File: src/hw/rtl/tms_ram.sv
// Simple dual-port synchronous RAM: one write port, one registered read port.
// Generic; no package dependency.
`timescale 1ns / 1ps

module tms_ram #(
	parameter int WIDTH = 8,
	parameter int DEPTH = 16,
	parameter int AW    = $clog2(DEPTH)
) (
	input  logic             clk,
	input  logic             we,
	input  logic [AW-1:0]    waddr,
	input  logic [WIDTH-1:0] wdata,
	input  logic [AW-1:0]    raddr,
	output logic [WIDTH-1:0] rdata
);

	logic [WIDTH-1:0] mem [DEPTH];

	always_ff @(posedge clk) begin
		if (we) begin
			mem[waddr] <= wdata;
		end
	end

	always_ff @(posedge clk) begin
		rdata <= mem[raddr];
	end

endmodule

File: config.mk
export PLATFORM = sky130hd
export DESIGN_NAME = tms_ram
export DESIGN_NICKNAME = d
export VERILOG_FILES = /design/src/hw/rtl/tms_ram.sv
export SDC_FILE = /design/constraint.sdc
export NUM_CORES = 1
export LEC_CHECK = 0
export BUFFER_PORTS_ARGS = -buffer_cell sky130_fd_sc_hd__buf_2
export CORE_ASPECT_RATIO = 1.75
export CORE_MARGIN = 3
export CORE_UTILIZATION = 50
export CTS_BUF_LIST = sky130_fd_sc_hd__clkbuf_8
export DETAILED_ROUTE_END_ITERATION = 7
export PLACE_DENSITY = 0.74
export SYNTH_ARGS = -nofsm -noshare
export SYNTH_HDL_FRONTEND = slang
export SYNTH_SLANG_ARGS = --single-unit
File: constraint.sdc
create_clock -name clk -period 3.7 [get_ports clk]
set_clock_uncertainty 0.15 [all_clocks]
set_input_delay 0.74 -clock clk [delete_from_list [all_inputs] [get_ports clk]]
set_output_delay 0.74 -clock clk [all_outputs]
set_load 0.03 [all_outputs]
==> results.tsv <==
metric	value	unit
cell internal pwr	2210	µW
slowest cell delay on critical path	580	ps
WL per Instance	22.0	µm
Total Die Area	11600	µm²
Final Util	56.9	%
Slowest-stage cell, CP	buf_2	
row count	48	
synthesized area	5150	µm²
syn_nets	247	
leakage	0.00189	µW
Worst Path Arrival	2450	ps
final setup vio count	0	
deepest clock path buffer count	2	
Worst setup SP type	primary input	
Worst Tran Pin Value	962	ps
most frequent cells in the layout	edfxtp_1, buf_2, mux4_2, clkbuf_8, a22oi_1	
WP buf/inv	2	
core area	9970	µm²
Die X	82.7	µm
final net count	287	
CP required	3860	ps
Place WS	927	ps
CTS tree	yes	
Die H	140	µm
distinct cell type count after synthesis	19	
part of the power in registers	61.7	%
leading area contributor after synthesis	edfxtp_1	
crit-path leading delay family	buffers and inverters	
Min Clock Period, post-route	2290	ps
Slew Limit Fails	0	
vias	2279	
DRT Pass-1 Iters	4	
Clock transition at path regs	60	ps
Post-DP HPWL	6040	µm
antenna violations before repair	0	
ys flop type	edfxtp_1	
WHS	524	ps
Comb pwr share	5.9	%
Setup CP Type	in -> reg	
Syn-to-layout area delta	10.2	%
maxcap violations	0	
Final period util	61.9	%
YS warnings	0	
post-synth top area share	74.7	%
final hold violations	0	
PostCTS Resize Cnt	0	
Hold Crit Class	reg -> reg	
Max VDD drop	0.271	mV
Hold Buf Count CTS	0	
Layout Cells excl Fill	405	
largest net degree at the start of global routing	33	
outcome	completed	
IO Port Bufs	25	
Psw	593	µW
clock sink total	136	
CTS root buf	clkbuf_8	
sw frac	21.2	%
RSZ-0062 raised after global routing	false	
CP Capture Type	flip-flop	
Critical Path, Cell by Cell	buf_2 > buf_4 > mux4_1 > a22oi_1 > nand2_1	
Post-Syn Area per Cell	22.5	µm²
Fmax	437	MHz
GR Util All Layers	17.1	%
fraction of layout cells with a size suffix above 1	25.0	%
Initial Utilization	51.6	%
mean number of vias per cell	5.63	
vias in the first global route	2398	
r2r setup slk	2170	ps
register area share after synthesis	77.8	%
Area contributors post-synth	edfxtp_1, mux4_2, mux4_1	
clock network power share	32.4	%
register bit total from synthesis	136	
# H-tree levels	4	
CTS buffer count	17	
power per cell area	494	nW/µm²
slack of the critical path	1410	ps
Final Wtd Congestion	0.793	
commonest non-fill, non-tap cell in the layout	edfxtp_1	
grt total ovfl	0	
post-CTS setup buffer count	0	
Cells after Synth	229	
clock insertion delay at the later pin of the skew report	430	ps
Post-synth EDFFs	128	
setup TNS	0	ps
first-pass GRT wire length	13600	µm
max-slew headroom at the worst pin	35.6	%
antenna diode count	0	
Post-Place Cells	375	
drt drc	0	
asr flop ratio synth	0	%
final wirelength	8910	µm
I/O pin count	26	
maximum fanout along the worst path	24	
initial drt markers	138	
remaining antenna violation count	0	
-- sequential cells by signal, indices dropped and copies added, names as in the netlist --
register / count
mem: 128
rdata: 8
-- synth_stat cells (all sizes together), types with 2 or more instances --
cell	number
a22oi	16
buf	7
clkdlybuf4s25	3
dfxtp	8
edfxtp	128
mux4	32
nand2	9
nand2b	2
nand3b	2
nor2	13
nor3	4
-- area by class of cell --
type	count	area (µm²)
fill	755	4300
tap	125	156
sequential	136	4000
clock inverter	13	52.6
timing repair buffer	31	170
multi-input combinational	83	1060
clock buffer	17	234
-- path summary, 6_finish.rpt --
check             from       end  cells after the start
max           raddr[0]  rdata[5]                      5
min          mem[8][4]  rdata[4]                      3
max reg2reg  mem[1][3]  rdata[3]                      3
min reg2reg  mem[8][4]  rdata[4]                      3
-- layer usage --
metal  share of wire [%]  vias to the layer above  track usage [%]  wire length [µm]
li1                    -                     1049                -                 -
met1                  38                     1144             19.7              3400
met2                  55                       72             28.4              4910
met3                 4.6                       14             5.92               412
met4                 2.1                        0             7.58               184
met5                   0                        -                0                 0
-- through the flow --
stage	instance area, µm²	total power [µW]
floorplan	5150	1870
global placement	5390	1930
detailed placement	5390	1930
CTS	5670	2830
global route	5670	2910
finish	5670	2800
-- power groups by stage --
stage	logic [µW]	registers [µW]	clock network [µW]
final	165	1730	908
after global routing	178	1730	997
after CTS	168	1730	931
after detailed placement	168	1760	0
after global placement	163	1760	0
after floorplan	87.4	1780	0
-- worst min-delay path: stages (launching register included) --
cell and delay [ps]:
edfxtp_1 310, mux4_1 210, a22oi_1 80, nand2_1 50
-- cells by family after synthesis --
| family | synth area share, % |
|---|---|
| buffers and inverters | 1.68 |
| AO/OA/AOI/OAI | 2.33 |
| AND/OR/NAND/NOR | 3.18 |
| flip-flops | 77.8 |
| multiplexers | 15.0 |
(Power assumes the default switching activity.)
